[config.mk]
export PLATFORM = sky130hd
export DESIGN_NAME = rrbc_map
export DESIGN_NICKNAME = d
export VERILOG_FILES = /design/src/rtl/rrbc_pkg.sv /design/src/rtl/rrbc_map.sv
export SDC_FILE = /design/constraint.sdc
export NUM_CORES = 1
export LEC_CHECK = 0
export BUFFER_PORTS_ARGS = -buffer_cell sky130_fd_sc_hd__buf_2
export CAP_MARGIN = 20
export CORE_ASPECT_RATIO = 0.9
export CORE_UTILIZATION = 22
export DETAILED_ROUTE_END_ITERATION = 8
export GPL_TIMING_DRIVEN = 0
export PLACE_DENSITY = 0.82
export RECOVER_POWER = 25
export SYNTH_ARGS = -nofsm -noshare
export SYNTH_HDL_FRONTEND = slang
export SYNTH_SLANG_ARGS = --single-unit
[constraint.sdc]
create_clock -name vclk -period 1.1
set_input_delay 0.055 -clock vclk [all_inputs]
set_output_delay 0.055 -clock vclk [all_outputs]
set_load 0.1 [all_outputs]
[src/rtl/rrbc_pkg.sv]
// ----------------------------------------------------------------------------
// rrbc_pkg
// Shared constants and types of the ROM/RAM bank controller.
// ----------------------------------------------------------------------------
package rrbc_pkg;

    localparam int ROM_ADDR_BITS_DEF = 21;
    localparam int RAM_ADDR_BITS_DEF = 15;

    // Width of the mapped ROM address (7-bit bank, 14-bit offset)
    localparam int ROM_MAP_BITS = 21;
    // Width of the mapped RAM index (2-bit bank, 13-bit offset)
    localparam int RAM_MAP_BITS = 15;

    // Bus request codes
    localparam logic [2:0] CMD_ROM_RD  = 3'd0;
    localparam logic [2:0] CMD_CTRL_WR = 3'd1;
    localparam logic [2:0] CMD_RAM_RD  = 3'd2;
    localparam logic [2:0] CMD_RAM_WR  = 3'd3;
    localparam logic [2:0] CMD_ROM_LD  = 3'd4;

    // Configuration register indexes
    localparam logic [1:0] CFG_MAPPER_KIND   = 2'd0;
    localparam logic [1:0] CFG_ROM_SIZE_CODE = 2'd1;
    localparam logic [1:0] CFG_RAM_SIZE_CODE = 2'd2;

    // RAM size codes
    localparam logic [1:0] RAM_SIZE_NONE = 2'd0;
    localparam logic [1:0] RAM_SIZE_2K   = 2'd1;
    localparam logic [1:0] RAM_SIZE_8K   = 2'd2;
    localparam logic [1:0] RAM_SIZE_32K  = 2'd3;

    localparam logic [3:0] RAM_ENABLE_KEY = 4'ha;

    typedef struct packed {
        logic       mapper_kind;
        logic [2:0] rom_size_code;
        logic [1:0] ram_size_code;
    } cfg_t;

    typedef struct packed {
        logic                    ram_on;
        logic                    ram_present;
        logic [6:0]              rom_bank;
        logic [ROM_MAP_BITS-1:0] rom_addr;
        logic [RAM_MAP_BITS-1:0] ram_idx;
    } map_t;

endpackage

[src/rtl/rrbc_map.sv]
// ----------------------------------------------------------------------------
// rrbc_map
// Bank mapping: turns the control bytes, the configuration and a bus address
// into the ROM address, the RAM index and the status bits.
// ----------------------------------------------------------------------------
module rrbc_map
    import rrbc_pkg::*;
(
    input  cfg_t        cfg,
    input  logic [7:0]  bank_regs [4],
    input  logic [14:0] addr,
    output map_t        map
);

    logic [4:0]              low_bank;
    logic [6:0]              raw_bank;
    logic [6:0]              bank;
    logic [8:0]              bank_mask;
    logic                    upper_to_ram;
    logic [1:0]              ram_bank;
    logic [RAM_MAP_BITS-1:0] ram_mask;

    always_comb begin
        upper_to_ram = cfg.mapper_kind && bank_regs[3][0];

        // low bank of zero selects bank 1
        low_bank = bank_regs[1][4:0];
        if (low_bank == 5'd0) begin
            low_bank = 5'd1;
        end

        if (!cfg.mapper_kind) begin
            raw_bank = 7'd1;
        end else if (upper_to_ram) begin
            raw_bank = {2'b00, low_bank};
        end else begin
            raw_bank = {bank_regs[2][1:0], low_bank};
        end

        // ROM holds 2 << code banks
        bank_mask = (9'd2 << cfg.rom_size_code) - 9'd1;
        bank      = raw_bank & bank_mask[6:0];

        ram_bank = upper_to_ram ? bank_regs[2][1:0] : 2'b00;
        case (cfg.ram_size_code)
            RAM_SIZE_2K:  ram_mask = 15'h07ff;
            RAM_SIZE_8K:  ram_mask = 15'h1fff;
            RAM_SIZE_32K: ram_mask = 15'h7fff;
            default:      ram_mask = 15'h0000;
        endcase

        map.ram_on      = (bank_regs[0][3:0] == RAM_ENABLE_KEY);
        map.ram_present = (cfg.ram_size_code != RAM_SIZE_NONE);
        map.rom_bank    = bank;
        map.rom_addr    = addr[14] ? {bank, addr[13:0]} : {6'd0, addr};
        map.ram_idx     = {ram_bank, addr[12:0]} & ram_mask;
    end

endmodule

# == After elaboration in Yosys (flattened, before gate mapping) ==
# Cells that the tools add are included.
# word_totals
regBits,0
output_inout_bits,45
# classes
add_sub_neg,1
eq_ne,4
shifts,1
mux,6
bitwise,2
n_reduce_logical,3
# op_table
cell,n
$pmux 15 s3,1
$mux 21,1
$and 15x15->15,1
$mux 7,2
$and 7x7->7,1
$shl 2x3->7 const A,1
$sub 7x1->7 const B,1
$logic_not 5->1,1
$mux 5,1
$eq 2x2->1 const B,2
$eq 4x4->1 const B,1
$eq 2x1->1 const B,1
$mux 2,1
$reduce_bool 2->1,1
$logic_and 1x1->1,1

# == Longest topological paths before layout ==
# Gate-level depths: netlist of the first run.
# depth
depth_word,6
ltp_mapped,6
mapped_depth_nobuf,6

# == Worst setup path after synthesis of the first run ==
# OpenSTA, ideal clock, no wires.
# synth_timing
path_kind,in2out
from,in cfg[4] (netlist bit)
to,out map[32] (netlist bit)
t_arrival_ps,3026
path_slack_ps,-1981
cell_stages,4
path_buffers,0
path_cell_list,or3_4 -> ha_1 -> xnor2_1 -> nor3b_1
# synth_lines
element,line_no,rtl
from (decl),rrbc_map.sv:9,"input cfg_t cfg,"
to (decl),rrbc_map.sv:12,output map_t map

==> results by group, run 1 <==
STA
  – Slew Limit Fails: 0
  – # setup viols final: 8
  – Fmax: 668 MHz
  – Worst-Margin Slew: 0.544 ns
  – Fin crit period: 1.50 ns
  – Final hold viol count: 0
  – Final period util: 136%
  – Slew HR: around 64%
  – Unrepaired setup endpoints after global routing: true
  – Worst Slack Setup Final: -0.397 ns
  – Setup TNS: -1.60 ns

Drt
  – DR vias/cell: 4.22
  – Wire length per cell: 11.7 µm
  – Drt drc: 0
  – Routed WL: 1980 µm
  – Post-route ant nets: 0
  – Initial drt markers: 2
  – DR pass1 iterations: 2
  – Via count: 713

Cells and area
  – Clkbuf count: 0
  – Layout area overhead: 196%
  – Most common cell after layout, fill and taps aside: buf_2
  – Register Area: 0 µm²
  – Multi-input gate area in the final layout: 515 µm²
  – Seq cells: 0
  – Antenna cell count: 0
  – Post-route cell area: approximately 1300 µm²
  – Commonest non-fill, non-tap cells in the layout: 54 x buf_2, 18 x buf_4, 9 x nor2b_4, 9 x buf_12, 8 x clkbuf_2
  – Layout Nets: between 200 and 250
  – Layout cells sized above 1: 89.7%
  – # fillers: 125

Run status
  – Status: finished, violations left
  – Failing checks: setup timing

Die
  – Std-Cell Core Area: roughly 1700 µm²
  – Site Rows: 14
  – Die Span X: 48.2 µm
  – Die area: about 2100 µm²
  – Die height: 43.6 µm
  – I/O Pins: 98
  – Initial core utilization: 24.4%

Worst setup path
  – Setup CP Type: primary input to primary output
  – Startpoint Class: primary input
  – Crit path max fanout: 4
  – Req. time, crit path: 1.04 ns
  – CP Capture Type: primary output
  – Critical Path AT: 1.44 ns

Place
  – Placed Area: 1040 µm²
  – Gp weighted congestion: 0.695
  – IO Port Bufs: 77
  – Pre-CTS setup slack: -0.648 ns
  – DP Wirelength: 1570 µm

GRT
  – Total GRT Usage: 16.7%
  – GRT Residual Overflow: 0
  – Largest net degree at the start of global routing: 11
  – Vias in the first global route: 655
  – First-pass GRT wire length: around 2600 µm
  – Initial antenna violation count: 0

Power and ir drop
  – Internal power: 0.287 mW
  – Worst VDD drop: 0.519 mV
  – Net switching power: 0.774 mW
  – Clock share of power: 0%
  – Comb power frac: 100.0%
  – Switch share: between 70% and 80%
  – PwrDens: 847 nW/µm²
  – Total chip power: 1.06 mW
  – Leak: 0.676 nW
  – Sequential Power Share: 0%

Synth
  – Seq/Total Area, Yosys: 0%
  – Synth Cell Area: about 420 µm²
  – Post-synth cell types: 23
  – Post-synthesis area per instance: 6.51 µm²
  – YS warnings: 0
  – Synthesized net count: 119
  – Syn Inst Count: 65

Hold path
  – Hold Path Depth: 4
  – Worst hold path type: primary input to primary output

Flow run
  – Maxcap violations: 0

Clock tree
  – Hold_buf cts: 0
==> metal layers <==
layer	up-vias	share of wire, %	global-route usage [%]
met4	0	0	1.11
met3	0	4.4	0.417
li1	363	-	-
met1	319	33	15.0
met2	31	62	37.9
met5	-	0	0
==> critical path: stages <==
cell     delay [ns]
buf_8          0.10
or3_4          0.39
ha_4           0.21
nor4b_4        0.22
a21oi_2        0.10
a21oi_4        0.17
buf_12         0.19
==> timing repair <==
item,4_1_cts,5_1_grt
gates cloned,0,0
setup endpoints to repair,21,11
pin swaps,7,5
buffers inserted,2,1
resized for setup,41,10
==> metrics by stage <==
stage                     std cells  hold WS, ns  utilization (%)
after floorplan                  65        0.224                -
after global placement          166        0.494             60.2
after detailed placement        166        0.494             60.2
after CTS                       168        0.495             69.8
after global routing            169        0.537             72.2
final                           169        0.524             72.2
==> cells by family (layout without fill, tap and decap cells) <==
family | Yosys count | count (layout) | synth area share (%)
AOI/OAI and AO/OA | 4 | 4 | 5.33
xor gates and xnor gates | 1 | 1 | 2.07
adders and majority gates | 1 | 1 | 2.96
buffers and inverters | 18 | 98 | 28.4
and+or+nand+nor | 41 | 41 | 61.2
==> power groups by stage <==
stage               sequential [mW]  clock (mW)  combinational, mW
floorplan                         0           0              0.813
global placement                  0           0              0.967
detailed placement                0           0              0.978
CTS                               0           0               1.04
global route                      0           0               1.09
finish                            0           0               1.06
==> worst paths after layout <==
check	startpoint	endpoint	slack, ns
max	cfg[4]	map[34]	-0.40
min	bank_regs[8]	map[41]	0.52
==> synth_stat cells <==
cell / number / area (µm²)
a21oi_1: 3 / 15.0
and2_1: 6 / 37.5
and2_4: 1 / 8.76
and3_2: 1 / 7.51
and3_4: 1 / 11.3
and4_2: 1 / 10.0
buf_4: 14 / 105
clkbuf_1: 1 / 3.75
ha_1: 1 / 12.5
inv_1: 3 / 11.3
nand2_1: 4 / 15.0
nand3_1: 1 / 5.00
nand3b_1: 1 / 7.51
nand4_1: 1 / 6.26
nor2_1: 6 / 22.5
nor2b_1: 12 / 75.1
nor3b_1: 2 / 15.0
nor4b_1: 1 / 8.76
nor4bb_1: 1 / 10.0
o211ai_1: 1 / 7.51
or3_4: 1 / 11.3
or4_1: 1 / 7.51
xnor2_1: 1 / 8.76
==> final cells by class <==
type | instances | area share, %
well taps | 24 | 2.40
repair buffers | 80 | 46.1
multi-input cells | 47 | 41.2
inverters | 3 | 0.899
plain buffers | 15 | 9.49
Note: power is estimated with default switching activity, not from simulation.
==> run 2, diff against run 1 <==
--- a/config.mk
+++ b/config.mk
@@ -11,7 +11,7 @@
 export CORE_UTILIZATION = 22
 export DETAILED_ROUTE_END_ITERATION = 8
 export GPL_TIMING_DRIVEN = 0
-export PLACE_DENSITY = 0.82
+export PLACE_DENSITY = 0.81
 export RECOVER_POWER = 25
 export SYNTH_ARGS = -nofsm -noshare
 export SYNTH_HDL_FRONTEND = slang
==> results by group, run 2 (synthesis results as in run 1) <==
Run status
  – Status: finished, violations left (unchanged)
  – Failing checks: setup timing (unchanged)

Die
  – Std-Cell Core Area: 1730 µm² (unchanged)
  – Initial core utilization: 24.4% (unchanged)
  – Die height: 43.6 µm (unchanged)
  – Die area: 2100 µm² (unchanged)
  – Die Span X: 48.2 µm (unchanged)
  – Site Rows: 14 (unchanged)
  – I/O Pins: 98 (unchanged)

Drt
  – DR vias/cell: 4.34 (was 4.22)
  – Initial drt markers: 1 (was 2)
  – Via count: 738 (was 713)
  – DR pass1 iterations: 2 (unchanged)
  – Routed WL: 2290 µm (was 1980 µm)
  – Drt drc: 0 (unchanged)
  – Post-route ant nets: 0 (unchanged)
  – Wire length per cell: 13.5 µm (was 11.7 µm)

Place
  – DP Wirelength: 1570 µm (about the same)
  – IO Port Bufs: 77 (unchanged)
  – Gp weighted congestion: 0.696 (was 0.695)

Cells and area
  – Commonest non-fill, non-tap cells in the layout: 53 x buf_2, 19 x buf_4, 9 x nor2b_4, 9 x buf_12, 7 x clkbuf_2 (was 54 x buf_2, 18 x buf_4, 9 x nor2b_4, 9 x buf_12, 8 x clkbuf_2)
  – Seq cells: 0 (unchanged)
  – Layout cells sized above 1: 90.4% (was 89.7%)
  – Most common cell after layout, fill and taps aside: buf_2 (unchanged)
  – Register Area: 0 µm² (unchanged)
  – Layout area overhead: 202% (was 196%)
  – Fin util: 73.6% (was 72.2%)
  – Clkbuf count: 0 (unchanged)
  – Layout Nets: 202 (was 201)
  – # fillers: 121 (was 125)
  – Antenna cell count: 0 (unchanged)

STA
  – Slew Limit Fails: 0 (unchanged)
  – Final period util: 136% (about the same)
  – Fmax: 671 MHz (was 668 MHz)
  – Fin crit period: 1.49 ns (was 1.50 ns)
  – Unrepaired setup endpoints after global routing: true (unchanged)
  – Worst-Margin Slew: 0.545 ns (was 0.544 ns)
  – # setup viols final: 8 (unchanged)
  – Worst Slack Setup Final: -0.391 ns (was -0.397 ns)
  – Final hold viol count: 0 (unchanged)
  – Slew HR: 63.8% (was 63.9%)

Worst setup path
  – CP Capture Type: primary output (unchanged)
  – Startpoint Class: primary input (unchanged)
  – Critical Path AT: 1.44 ns (about the same)
  – Setup CP Type: primary input to primary output (unchanged)
  – Worst setup path start: cfg[4] (unchanged)
  – Req. time, crit path: 1.04 ns (about the same)
  – Crit path max fanout: 4 (unchanged)

Flow run
  – Maxcap violations: 0 (unchanged)

Hold path
  – Min-delay src: bank_regs[18] (was bank_regs[8])
  – Worst hold path type: primary input to primary output (unchanged)

Power and ir drop
  – Switch share: 72.7% (was 73.0%)
  – Total chip power: 1.08 mW (was 1.06 mW)
  – PwrDens: 844 nW/µm² (was 847 nW/µm²)
  – Sequential Power Share: 0% (about the same)
  – Net switching power: 0.783 mW (was 0.774 mW)
  – Clock share of power: 0% (about the same)
  – Internal power: 0.294 mW (was 0.287 mW)
  – Leak: 0.687 nW (was 0.676 nW)
  – Worst VDD drop: 0.485 mV (was 0.519 mV)
  – Comb power frac: 100.0% (about the same)

GRT
  – First-pass GRT wire length: 3200 µm (was 2610 µm)
  – Vias in the first global route: 762 (was 655)
  – Largest net degree at the start of global routing: 8 (was 11)
  – Initial antenna violation count: 0 (unchanged)
  – GRT Residual Overflow: 0 (unchanged)
  – Total GRT Usage: 21.4% (was 16.7%)
-- run 2: critical path: stages --
cell and delay [ns]:
buf_8 0.10, or3_4 0.39, ha_4 0.21, nor4b_4 0.22, a21oi_2 0.10, a21oi_4 0.16, buf_12 0.19
-- run 2: power by group through the flow --
stage | Combinational [mW] | Clock [mW] | Sequential (mW)
global placement | 0.966 | 0 | 0
global route | 1.11 | 0 | 0
floorplan | 0.813 | 0 | 0
CTS | 1.05 | 0 | 0
detailed placement | 0.978 | 0 | 0
finish | 1.08 | 0 | 0
-- run 2: final cells by class --
type	count	area, µm²	share of cell area [%]
multi-input combinational	47	519	40.7
inverter	3	11.3	0.882
timing repair buffer	81	597	46.8
buffer	15	119	9.31
tap	24	30.0	2.35
-- run 2: what timing repair did --
item	CTS	global route
hold endpoints to repair	0	0
resized for setup	42	14
cloned	1	0
hold buffers	0	0
endpoints found under the setup margin	21	16
pin swaps	7	5
setup buffers	3	0
-- run 2: per-stage QoR --
step,worst slack [ns],cells,cell area [µm²],hold WS [ns],setup TNS (ns)
after global routing,-0.430,170,1280,0.536,-1.92
after global placement,-0.617,166,1040,0.494,-5.64
after detailed placement,-0.642,166,1040,0.495,-5.94
final,-0.391,170,1280,0.513,-1.66
after CTS,-0.401,170,1230,0.495,-1.73
after floorplan,-0.794,65,629,0.224,-3.88
-- run 2: worst paths after layout --
path	to	slack [ns]	depth (start not counted)
max	map[34]	-0.39	7
min	map[38]	0.51	4
-- run 2: metal layers --
metal / global-route usage, % / vias to the layer above / part of all wire, %
li1: - / 367 / -
met1: 16.5 / 327 / 31
met2: 47.7 / 38 / 61
met3: 2.08 / 6 / 5.2
met4: 7.22 / 0 / 3.4
met5: 0 / - / 0
==> run 3, diff against run 2 <==
--- a/config.mk
+++ b/config.mk
@@ -13,6 +13,7 @@
 export GPL_TIMING_DRIVEN = 0
 export PLACE_DENSITY = 0.81
 export RECOVER_POWER = 25
+export SETUP_SLACK_MARGIN = 0.4
 export SYNTH_ARGS = -nofsm -noshare
 export SYNTH_HDL_FRONTEND = slang
 export SYNTH_SLANG_ARGS = --single-unit
==> results by group, run 3 <==
Place
  – DP Wirelength: 1500 µm (was 1570 µm)
  – IO Port Bufs: 77 (unchanged)
  – Gp weighted congestion: 0.771 (was 0.696)
  – Placed cell count: 166 (unchanged)
  – Placed Area: 1110 µm² (was 1040 µm²)

Die
  – Die height: 43.6 µm (unchanged)
  – I/O Pins: 98 (unchanged)
  – Initial core utilization: 24.4% (unchanged)
  – Die Span X: 48.2 µm (unchanged)
  – Site Rows: 14 (unchanged)

Synth
  – Most common cell in the netlist: buf_4 (unchanged)
  – Post-synth top area share: 24.9% (unchanged)
  – Synthesized net count: 119 (unchanged)
  – Synth area leader: buf_4 (unchanged)
  – Post-synthesis area per instance: 6.51 µm² (unchanged)
  – YS warnings: 0 (unchanged)
  – Synth top cells by count: 14 x buf_4, 12 x nor2b_1, 6 x and2_1, 6 x nor2_1, 4 x nand2_1 (unchanged)
  – Seq/Total Area, Yosys: 0% (unchanged)
  – Syn Inst Count: 65 (unchanged)
  – Post-synth cell types: 23 (unchanged)
  – Largest cells by area after synthesis: buf_4 25%, nor2b_1 18%, and2_1 8.9%, nor2_1 5.3%, a21oi_1 3.6% (unchanged)
  – Synth Cell Area: 423 µm² (unchanged)

Run status
  – Fail Step: 4_1_cts
  – Stop Error: [ERROR DPL-0033] detailed placement checks failed during check placement.
  – Status: aborted with a tool error (was finished, violations left)

Clock tree
  – Post-CTS Resized: 138 (was 42)
  – Post-CTS setup buffer count: 8 (was 3)
  – Hold_buf cts: 0 (unchanged)
==> run 3: logic make-up after synthesis <==
group / after synthesis / synth area share, %
simple gates: 41 / 61.2
fa+ha+maj: 1 / 2.96
xor+xnor: 1 / 2.07
buf+inv: 18 / 28.4
compound gates: 4 / 5.33
==> run 3: metrics by stage <==
step	hold WS, ns	worst slack [ns]
detailed placement	0.494	-0.649
global placement	0.494	-0.623
floorplan	0.224	-0.794
==> run 4, diff against run 3 <==
--- a/config.mk
+++ b/config.mk
@@ -7,13 +7,12 @@
 export LEC_CHECK = 0
 export BUFFER_PORTS_ARGS = -buffer_cell sky130_fd_sc_hd__buf_2
 export CAP_MARGIN = 20
-export CORE_ASPECT_RATIO = 0.9
-export CORE_UTILIZATION = 22
+export CORE_AREA = 2 2 63 65
 export DETAILED_ROUTE_END_ITERATION = 8
+export DIE_AREA = 0 0 65 67
 export GPL_TIMING_DRIVEN = 0
-export PLACE_DENSITY = 0.81
+export PLACE_DENSITY_LB_ADDON = 0.15
 export RECOVER_POWER = 25
-export SETUP_SLACK_MARGIN = 0.4
 export SYNTH_ARGS = -nofsm -noshare
 export SYNTH_HDL_FRONTEND = slang
 export SYNTH_SLANG_ARGS = --single-unit
==> constraint.sdc (replaced) <==
create_clock -name vclk -period 1.4
set_input_delay 0.07 -clock vclk [all_inputs]
set_output_delay 0.07 -clock vclk [all_outputs]
set_load 0.1 [all_outputs]
==> results by group, run 4 (synthesis results as in run 1) <==
Cells and area
  – Register Area: 0 µm²
  – Antenna cell count: 0
  – Clkbuf count: 0
  – Most common cell after layout, fill and taps aside: buf_2
  – Fin util: 32.9%
  – Layout cells sized above 1: 84.7%
  – Finished Layout Cells: 198
  – Multi-input gate area in the final layout: between 400 and 500 µm²
  – Post-route cell area: 1190 µm²
  – Seq cells: 0
  – # fillers: 374
  – Layout area overhead: 181%
  – Layout Nets: between 200 and 250
  – Commonest non-fill, non-tap cells in the layout: 58 x buf_2, 23 x buf_4, 11 x nor2b_2

STA
  – Slew HR: 22.6%
  – Fmax: 654 MHz
  – Worst Slack Setup Final: -0.129 ns
  – Slew Limit Fails: 0
  – Final hold viol count: 0
  – Final period util: 109%
  – Setup TNS: -0.451 ns
  – Worst-Margin Slew: 1.17 ns
  – # setup viols final: 4
  – Unrepaired setup endpoints after global routing: true
  – Fin crit period: 1.53 ns

Drt
  – Wire length per cell: 9.02 µm
  – Via count: ~740
  – Routed WL: 1790 µm
  – Post-route ant nets: 0
  – Drt drc: 0
  – DR pass1 iterations: 2
  – Initial drt markers: 3
  – DR vias/cell: 3.75

GRT
  – Total GRT Usage: around 7.4%
  – GR Layer Usage met3: 1.52%
  – Largest net degree at the start of global routing: 11
  – Met2 Use GR: between 10% and 20%
  – GRT met1 Usage: 7.41%
  – First-pass GRT wire length: 2610 µm
  – Initial antenna violation count: 0
  – Most Crowded Layer GR: met2
  – GRT Residual Overflow: 0
  – Vias in the first global route: 646

Die
  – Site Rows: 22 (was 14)
  – Initial core utilization: 11.7% (was 24.4%)
  – Die Span X: 65 µm (was 48.2 µm)
  – I/O Pins: 98 (unchanged)
  – Die height: 67 µm (was 43.6 µm)
  – Std-Cell Core Area: 3610 µm²
  – Die area: 4360 µm²

Power and ir drop
  – Worst VDD drop: 0.347 mV
  – Clock share of power: 0%
  – Switch share: 74.8%
  – Internal power: 0.201 mW
  – Sequential Power Share: 0%
  – PwrDens: about 670 nW/µm²
  – Total chip power: approximately 0.80 mW
  – Leak: 0.622 nW
  – Comb power frac: between 90% and 100%
  – Net switching power: 0.595 mW

Hold path
  – Worst hold path type: primary input to primary output

Run status
  – Failing checks: setup timing
  – Status: finished, violations left (was aborted with a tool error)

Worst setup path
  – Critical Path AT: 1.46 ns
  – CP Capture Type: primary output
  – Req. time, crit path: 1.33 ns
  – Setup CP Type: primary input to primary output
  – Startpoint Class: primary input
  – Crit path max fanout: 4

Flow run
  – Maxcap violations: 0

Place
  – Placed cell count: 190 (was 166)
  – IO Port Bufs: 77 (unchanged)
  – Gp weighted congestion: 0.654 (was 0.771)
  – DP Wirelength: 1530 µm (was 1500 µm)
  – Placed Area: 1020 µm² (was 1110 µm²)
## run 4: timing repair
action	4_1_cts	5_1_grt
setup buffers	7	1
pin swaps	7	9
resized for setup	28	1
gates cloned	0	0
hold buffers	0	0
setup endpoints to repair	8	5
## run 4: worst paths after layout
| path | from | end | slack (ns) | cells after the start |
|---|---|---|---|---|
| max | cfg[3] | map[39] | -0.13 | 8 |
| min | bank_regs[8] | map[41] | 0.55 | 4 |
## run 4: area by class of cell
type	instances	area share, %
plain buffers	15	9.27
inverters	3	0.948
multi-input cells	47	39.2
well taps	48	5.06
repair buffers	85	45.5
## run 4: stage by stage
stage	worst slack (ns)	hold WS [ns]
5_1_grt	-0.181	0.563
3_5_place_dp	-0.394	0.526
4_1_cts	-0.152	0.527
3_3_place_gp	-0.382	0.526
2_1_floorplan	-0.524	0.254
6_report	-0.129	0.550
## run 4: critical path, stage by stage
cell and delay [ns]:
buf_8 0.10, or3_4 0.39, ha_4 0.19, buf_12 0.13
xnor2_4 0.12, buf_4 0.15, nor2_4 0.11, buf_12 0.18
## run 4: metal layers
layer	share of wire, %	wire length, µm	vias up
met2	51	907	60
li1	-	-	374
met1	34	607	309
met5	0	0	-
met3	15	270	0
met4	0	0	0
## run 4: power groups by stage
stage	clock network, mW	registers [mW]	logic [mW]
6_report	0	0	0.795
5_1_grt	0	0	0.822
4_1_cts	0	0	0.797
3_5_place_dp	0	0	0.746
3_3_place_gp	0	0	0.746
2_1_floorplan	0	0	0.620
